==> config.mk <==
export PLATFORM = sky130hd
export DESIGN_NAME = ecss_axis
export DESIGN_NICKNAME = d
export VERILOG_FILES = /design/src/rtl/ecss_pkg.sv /design/src/rtl/ecss_axis.sv
export VERILOG_INCLUDE_DIRS = /design/src /design/src/rtl
export SDC_FILE = /design/constraint.sdc
export NUM_CORES = 2
export LEC_CHECK = 0
export BUFFER_PORTS_ARGS = -buffer_cell sky130_fd_sc_hd__clkbuf_2
export CAP_MARGIN = 5
export CORE_MARGIN = 10
export CORE_UTILIZATION = 46
export CTS_BUF_LIST = sky130_fd_sc_hd__clkbuf_8
export CTS_CLUSTER_DIAMETER = 120
export DETAILED_ROUTE_END_ITERATION = 16
export GPL_ROUTABILITY_DRIVEN = 0
export PLACE_DENSITY = 0.68
export SLEW_MARGIN = 15
export SYNTH_ARGS = -nofsm -noshare
export SYNTH_HDL_FRONTEND = slang
export SYNTH_SLANG_ARGS = --single-unit
==> constraint.sdc <==
create_clock -name clock -period 34.9 [get_ports clock]
set_input_delay 6.98 -clock clock [delete_from_list [all_inputs] [get_ports clock]]
set_output_delay 6.98 -clock clock [all_outputs]
set_load 0.02 [all_outputs]
==> src/rtl/edge_center_snap_selector_assert.svh <==
// assertion macros shared by the snap selector modules
`ifndef EDGE_CENTER_SNAP_SELECTOR_ASSERT_SVH
`define EDGE_CENTER_SNAP_SELECTOR_ASSERT_SVH

`ifndef NO_ASSERTIONS

// condition that must hold at every clock edge
`define ECSS_ASSERT_ALWAYS(lbl, cond, msg) \
   lbl: assert property (@(posedge clock) disable iff (reset) (cond)) else $error(msg);

// implication checked in the same cycle
`define ECSS_ASSERT_SAME(lbl, ante, cons, msg) \
   lbl: assert property (@(posedge clock) disable iff (reset) (ante) |-> (cons)) else $error(msg);

// implication checked in the next cycle
`define ECSS_ASSERT_NEXT(lbl, ante, cons, msg) \
   lbl: assert property (@(posedge clock) disable iff (reset) (ante) |=> (cons)) else $error(msg);

`else

`define ECSS_ASSERT_ALWAYS(lbl, cond, msg)
`define ECSS_ASSERT_SAME(lbl, ante, cons, msg)
`define ECSS_ASSERT_NEXT(lbl, ante, cons, msg)

`endif

`endif

==> src/rtl/ecss_pkg.sv <==
// shared types and constants of the edge and center snap selector
package ecss_pkg;

   localparam int COORD_WIDTH_DEF = 24;
   localparam int FRAC_BITS_DEF   = 4;

   localparam int THRESH_W = 16;
   // biased doubled distance: twice the 16-bit threshold plus the bias
   localparam int DIST_W   = 18;

   localparam logic [THRESH_W-1:0] THRESH_RESET = 16'd128;

   localparam int CSR_INDEX_W = 3;

   typedef enum logic [CSR_INDEX_W-1:0] {
      CSR_THRESHOLD     = 3'd0,
      CSR_CANVAS_LEFT   = 3'd1,
      CSR_CANVAS_TOP    = 3'd2,
      CSR_CANVAS_RIGHT  = 3'd3,
      CSR_CANVAS_BOTTOM = 3'd4
   } csr_index_type;

   typedef enum logic {
      OP_MOVING = 1'b0,
      OP_LAYER  = 1'b1
   } op_type;

   // per-axis control from the item stage
   typedef struct packed {
      logic commit;    // item leaves the item stage this cycle
      logic clear;     // new query, drop the kept best
      logic consider;  // item takes part in the selection
      logic canvas;    // targets are the canvas rectangle
      logic bias;      // add the one-pixel layer bias
   } axis_ctrl_type;

endpackage

==> src/rtl/ecss_axis.sv <==
// one axis: nine pairings, min-select tree and the kept best match
`include "edge_center_snap_selector_assert.svh"

module ecss_axis
   import ecss_pkg::*;
#(
   parameter int COORD_WIDTH = COORD_WIDTH_DEF,
   parameter int FRAC_BITS   = FRAC_BITS_DEF
) (
   input  logic                          clock,
   input  logic                          reset,
   input  axis_ctrl_type                 ctrl,
   input  logic [THRESH_W-1:0]           threshold,
   input  logic signed [COORD_WIDTH-1:0] m_lo,
   input  logic signed [COORD_WIDTH-1:0] m_hi,
   input  logic signed [COORD_WIDTH-1:0] t_lo,
   input  logic signed [COORD_WIDTH-1:0] t_hi,
   input  logic signed [COORD_WIDTH-1:0] span_lo,
   input  logic signed [COORD_WIDTH-1:0] span_hi,
   output logic                          nxt_valid,
   output logic signed [COORD_WIDTH:0]   nxt_delta,
   output logic signed [COORD_WIDTH-1:0] nxt_axis,
   output logic signed [COORD_WIDTH-1:0] nxt_lo,
   output logic signed [COORD_WIDTH-1:0] nxt_hi,
   output logic                          nxt_canvas
);

   localparam int W     = COORD_WIDTH;
   localparam int CMP_W = (W + 2 > DIST_W) ? W + 2 : DIST_W;
   localparam logic [DIST_W-1:0] BIAS2 = DIST_W'(2) << FRAC_BITS;

   typedef struct packed {
      logic                valid;
      logic [DIST_W-1:0]   gap;
      logic signed [W:0]   delta;
      logic signed [W-1:0] axis;
   } cand_type;

   function automatic cand_type pick(input cand_type a, input cand_type b);
      // left side wins ties, so the earliest pairing is kept
      if (b.valid && (!a.valid || b.gap < a.gap)) begin
         return b;
      end
      return a;
   endfunction

   logic signed [W:0] m2 [3];
   logic signed [W:0] t2 [3];
   cand_type cand [16];
   cand_type lvl1 [8];
   cand_type lvl2 [4];
   cand_type lvl3 [2];
   cand_type win;

   logic                best_valid_ff, best_valid_in;
   logic [DIST_W-1:0]   best_dist_ff, best_dist_in;
   logic signed [W:0]   best_delta_ff, best_delta_in;
   logic signed [W-1:0] best_axis_ff, best_axis_in;
   logic signed [W-1:0] best_lo_ff, best_lo_in;
   logic signed [W-1:0] best_hi_ff, best_hi_in;
   logic                best_canvas_ff, best_canvas_in;
   logic                base_valid;
   logic                take;

   // doubled positions: low edge, center, high edge
   always_comb begin
      m2[0] = {m_lo, 1'b0};
      m2[1] = (W+1)'(m_lo) + (W+1)'(m_hi);
      m2[2] = {m_hi, 1'b0};
      t2[0] = {t_lo, 1'b0};
      t2[1] = (W+1)'(t_lo) + (W+1)'(t_hi);
      t2[2] = {t_hi, 1'b0};
   end

   // moving position outer, target position inner
   always_comb begin
      logic signed [W+1:0] diff;
      logic [W+1:0]        mag;
      logic [CMP_W-1:0]    lim2;
      lim2 = CMP_W'({threshold, 1'b0});
      for (int k = 0; k < 16; k++) begin
         cand[k] = '0;
      end
      for (int i = 0; i < 3; i++) begin
         for (int j = 0; j < 3; j++) begin
            diff = (W+2)'(t2[j]) - (W+2)'(m2[i]);
            mag  = diff[W+1] ? $unsigned(-diff) : $unsigned(diff);
            cand[i*3+j].valid = (CMP_W'(mag) <= lim2);
            cand[i*3+j].gap   = DIST_W'(mag) + (ctrl.bias ? BIAS2 : '0);
            cand[i*3+j].delta = diff[W+1:1];
            cand[i*3+j].axis  = t2[j][W:1];
         end
      end
   end

   always_comb begin
      for (int k = 0; k < 8; k++) begin
         lvl1[k] = pick(cand[2*k], cand[2*k+1]);
      end
      for (int k = 0; k < 4; k++) begin
         lvl2[k] = pick(lvl1[2*k], lvl1[2*k+1]);
      end
      for (int k = 0; k < 2; k++) begin
         lvl3[k] = pick(lvl2[2*k], lvl2[2*k+1]);
      end
      win = pick(lvl3[0], lvl3[1]);
   end

   // update against the kept best, which a new query drops
   always_comb begin
      base_valid     = best_valid_ff && !ctrl.clear;
      take           = ctrl.consider && win.valid && (!base_valid || win.gap < best_dist_ff);
      best_valid_in  = base_valid || take;
      best_dist_in   = take ? win.gap    : best_dist_ff;
      best_delta_in  = take ? win.delta  : best_delta_ff;
      best_axis_in   = take ? win.axis   : best_axis_ff;
      best_lo_in     = take ? span_lo    : best_lo_ff;
      best_hi_in     = take ? span_hi    : best_hi_ff;
      best_canvas_in = take ? ctrl.canvas : best_canvas_ff;
   end

   always_ff @(posedge clock) begin
      if (reset) begin
         best_valid_ff <= 1'b0;
      end else if (ctrl.commit) begin
         best_valid_ff <= best_valid_in;
      end
      if (ctrl.commit) begin
         best_dist_ff   <= best_dist_in;
         best_delta_ff  <= best_delta_in;
         best_axis_ff   <= best_axis_in;
         best_lo_ff     <= best_lo_in;
         best_hi_ff     <= best_hi_in;
         best_canvas_ff <= best_canvas_in;
      end
   end

   // result as it stands after this item, zero when no guide
   assign nxt_valid  = best_valid_in;
   assign nxt_delta  = best_valid_in ? best_delta_in : '0;
   assign nxt_axis   = best_valid_in ? best_axis_in  : '0;
   assign nxt_lo     = best_valid_in ? best_lo_in    : '0;
   assign nxt_hi     = best_valid_in ? best_hi_in    : '0;
   assign nxt_canvas = best_valid_in && best_canvas_in;

   `ECSS_ASSERT_NEXT(a_best_kept, ctrl.commit && best_valid_ff && !ctrl.clear, best_valid_ff, "kept best lost without a new query")
   `ECSS_ASSERT_NEXT(a_dist_shrinks, ctrl.commit && best_valid_ff && !ctrl.clear, best_dist_ff <= $past(best_dist_ff), "kept distance grew within a query")

endmodule

==> results.md <==
Run status:
- The run finished with clean final reports.

Route:
- For this block, the initial DRC count from the detailed router was 6,192.
- The first detailed-routing pass ran for 7 iterations.
- The detailed-route wire length per cell is 25.9 um.
- Summed over all layers, the routed wires come to 188 mm.
- After detailed routing, the number of remaining DRC violations is 0.
- The routed layout has 48,300 vias.
- The routed via count divided by cell count is 6.66.
- In this run the remaining antenna-violating nets after routing total 0.

Setup path:
- Tracing the worst setup path back leads to its startpoint at m_lo[0].
- STA classifies the critical path endpoint as an output pin.
- For this run, the slowest stage of the critical path takes 0.49 ns.
- The cell seen most often among critical-path stages is a21oi_1.
- For the worst setup path, the data required time is 27.92 ns.
- The worst register-to-register path begins at best_dist_ff[3]$_DFFE_PP_.
- The startpoint type of the worst setup path is a primary input.
- The critical path class is in -> out.
- The critical path's slowest cell is o31a_2.
- The family with the most delay on the worst path is compound AO/OA/AOI/OAI gates.
- The largest fanout on the critical path is 32.
- The number of buffer and inverter stages on the critical path is 13.
- Data on the critical path arrives at its endpoint at 26.83 ns.

Synthesis:
- For this run, asynchronously set or reset flops after synthesis account for 0.
- The number of storage elements in the synthesis netlist is 117.
- The cell count after synthesis came out at 5,779.
- The basic-gate share of the synthesized area counting and, or, nand and nor cells is 0.246.
- The share of the synthesized area in compound gates (AO/OA/AOI/OAI) is 0.289.
- The most frequently used flop master after synthesis is edfxtp_1.
- The average instance in the mapped netlist occupies 7.26 sq um.
- In this run, distinct cell masters in the synthesized netlist total 115.
- The sequential-to-total area share from yosys stat is 0.0835.
- The dominant combinational cell family by area after synthesis is compound AO/OA/AOI/OAI gates.
- The mapped netlist covers 42,000 sq um.
- The portion of synthesized area spent on multiplexers is 0.0611.
- Of the total synthesized cell area, the portion taken by full adders, half adders and majority gates is 0.176.
- Of the total synthesized cell area, the portion taken by XOR and XNOR cells is 0.0964.
- For this run, the number of Yosys warnings is 0.
- The net count after synthesis is 6,520.
- The number of enable-type register cells in the synthesized netlist is 116.

GRT:
- The maximum number of pins on one net before global-route repair is 83.
- For met3 alone, demand over resource in global routing was 0.0875.
- The global-route wire length before repair is 271 mm.
- The via count of the first global-routing pass came to 43,100.
- The layer with the highest usage after global routing is met2.
- In the global route stage, overall resource usage came out at 0.339.
- The total global routing overflow is 0.
- In the global route stage, met2 resource usage came out at 0.483.
- The initial antenna violation count was 6.
- In the global route stage, met1 resource usage came out at 0.424.

Floorplan:
- In this run the vertical extent of the chip is 322 um.
- The count of boundary I/O pins is 266.
- The initial cell density of the core is 0.465.
- In this run the standard cell core region covers 90,300 sq um.
- The die is 322 um wide.
- The number of core rows is 110.
- The die covers 104,000 sq um.

Placed design:
- In this run, placement finished with an instance count of 7,179.
- The final HPWL from detailed placement is 156 mm.
- The worst slack after detailed placement is -0.107 ns.
- The number of buffer cells added on primary ports is 265.

STA:
- Clock skew on the completed layout was measured at 0.0198 ns.
- Derived from the worst setup path, the maximum achievable clock frequency is 29.6 MHz.
- Headroom to the max-slew limit came out at 0.0833.
- The routed design could run at a clock period as short as 33.81 ns.
- The final hold violation count was 0.
- The measured slew at the worst slew-check pin is 1.34 ns.
- The final setup slack of the worst path is 1.09 ns.
- The final-report setup violation count is 0.
- The number of slew-limit violations in the final report is 0.
- The post-route fraction of the period consumed by the critical path is 0.969.

Power:
- The analysis attributes to cell leakage a power of 0.0203 uW.
- The worst-case IR drop observed on VDD is 57.3 uV.
- The power per cell area is 68.7 nW/um^2.
- Overall power consumption after layout is estimated at 3200 uW.

Clock tree:
- CTS placed an instance of clkbuf_8 at the clock tree root.
- After clock tree synthesis, the clock-pin slew on the worst setup and hold paths is 0.08 ns.
- The clock insertion delay at the later pin of the skew report is 0.47 ns.
- Buffers inserted during clock tree synthesis total 17.
- The maximum level of the CTS H-tree is 4.
- Counting along the longest clock path gives a buffer depth of 2.
- The count of hold buffers inserted by post-cts repair is 0.
- For this design, the sink count on the clock tree is 117.
- The TritonCTS clock tree is built.

Flow run:
- The max-capacitance violation count is 0.

Cells and area:
- Leaving out fill and tap cells, the most frequent cell in the layout is nand2_1.
- In the final layout, the share of cells above drive strength 1 is 0.125.
- In the final layout, the multi-input gates occupy 37,200 sq um.
- The count of non-filler cells in the finished layout is 7,251.
- The storage element area is 3500 sq um.
- At the end of the flow the core is filled with cells to 0.516.
- The synthesis-to-finish area growth is 11.0%.
- In the layout the commonest cells are nand2_1 (605), ha_1 (551), nor2_1 (437).
- After the last flow step, the layout net total stands at 6,798.
- The number of filler instances in the final layout is 8,994.

Worst hold path:
- The startpoint identified for the worst hold timing path is best_valid_ff$_SDFFE_PP0P_.
- The worst hold path belongs to the class reg -> reg.
## registers in the layout, indices dropped and copies added (netlist names)
| register | flops |
|---|---|
| best_hi_ff | 24 |
| best_dist_ff | 18 |
| best_axis_ff | 24 |
| best_canvas_ff | 1 |
| best_lo_ff | 24 |
| best_delta_ff | 25 |
| best_valid_ff | 1 |
## synth_stat cells, drive strengths merged, types with 131 or more instances
master	n	area, sq um
nand2	607	2280
ha	563	7040
a21oi	444	2250
nor2	440	1650
o21ai	356	1790
xnor2	310	2740
inv	291	1090
mux2i	191	1910
nand3	155	776
a21o	149	1120
xor2	136	1190
clkbuf	131	492
nor3	131	656
## per-layer routing
metal	part of all wire	up-vias	wire length (um)
met5	0.00030	-	56
met4	0.10	8	19500
met3	0.12	749	22400
met2	0.39	3020	73400
met1	0.39	22200	72300
li1	-	22300	-
## path summary, 6_finish.rpt
| kind | cells after the start | endpoint | slack, ns |
|---|---|---|---|
| max | 115 | nxt_axis[18] | 1.09 |
| min | 2 | best_valid_ff$_SDFFE_PP0P_ | 0.51 |
| max reg2reg | 19 | best_dist_ff[10]$_DFFE_PP_ | 31.19 |
| min reg2reg | 2 | best_valid_ff$_SDFFE_PP0P_ | 0.51 |
## worst min-delay path, cell delays in order (launching register included)
cell and delay [ns]:
dfxtp_1 0.31, nor2_1 0.11, a211oi_1 0.06
## final cells by class
type,instances,share of cell area
Inverter,291,0.0236
Timing Repair Buffer,466,0.0632
Multi-Input combinational cell,5164,0.799
Tap cell,1176,0.0316
Clock inverter,15,0.00255
Clock buffer,17,0.00502
Sequential cell,117,0.0752
Antenna cell,5,0.000269
## power by group
group | total, uW | switching, uW | internal, uW
combinational | 2900 | 1840 | 1060
sequential | 185 | 4.54 | 181
clock | 117 | 66.6 | 50.6
total | 3200 | 1910 | 1290
## per-stage QoR
stage	setup TNS [ns]	hold slack [ns]	instance area (sq um)
after floorplan	0	0.469	42000
after global placement	0	0.480	45300
after detailed placement	-0.159	0.509	45300
final	0	0.513	46600
after CTS	0	0.521	45700
after global routing	-2.53	0.540	46600
## cells by family (layout without fill, tap and decap cells)
logic type / after synthesis / in the layout
flip-flops: 117 / 117
buffers and inverters: 501 / 789
XOR/XNOR: 451 / 451
AO/OA/AOI/OAI: 1791 / 1794
multiplexers: 249 / 249
adder cells (fa/ha/maj): 587 / 587
AND/OR/NAND/NOR: 2083 / 2083
other: 0 / 5
## what timing repair did
item / in CTS / in global routing
setup endpoints to repair: 13 / 98
resized for setup: 1 / 122
setup buffers: 0 / 31
pin swaps: 0 / 17
gates cloned: 0 / 4
Note: power is estimated with default switching activity, not from simulation.
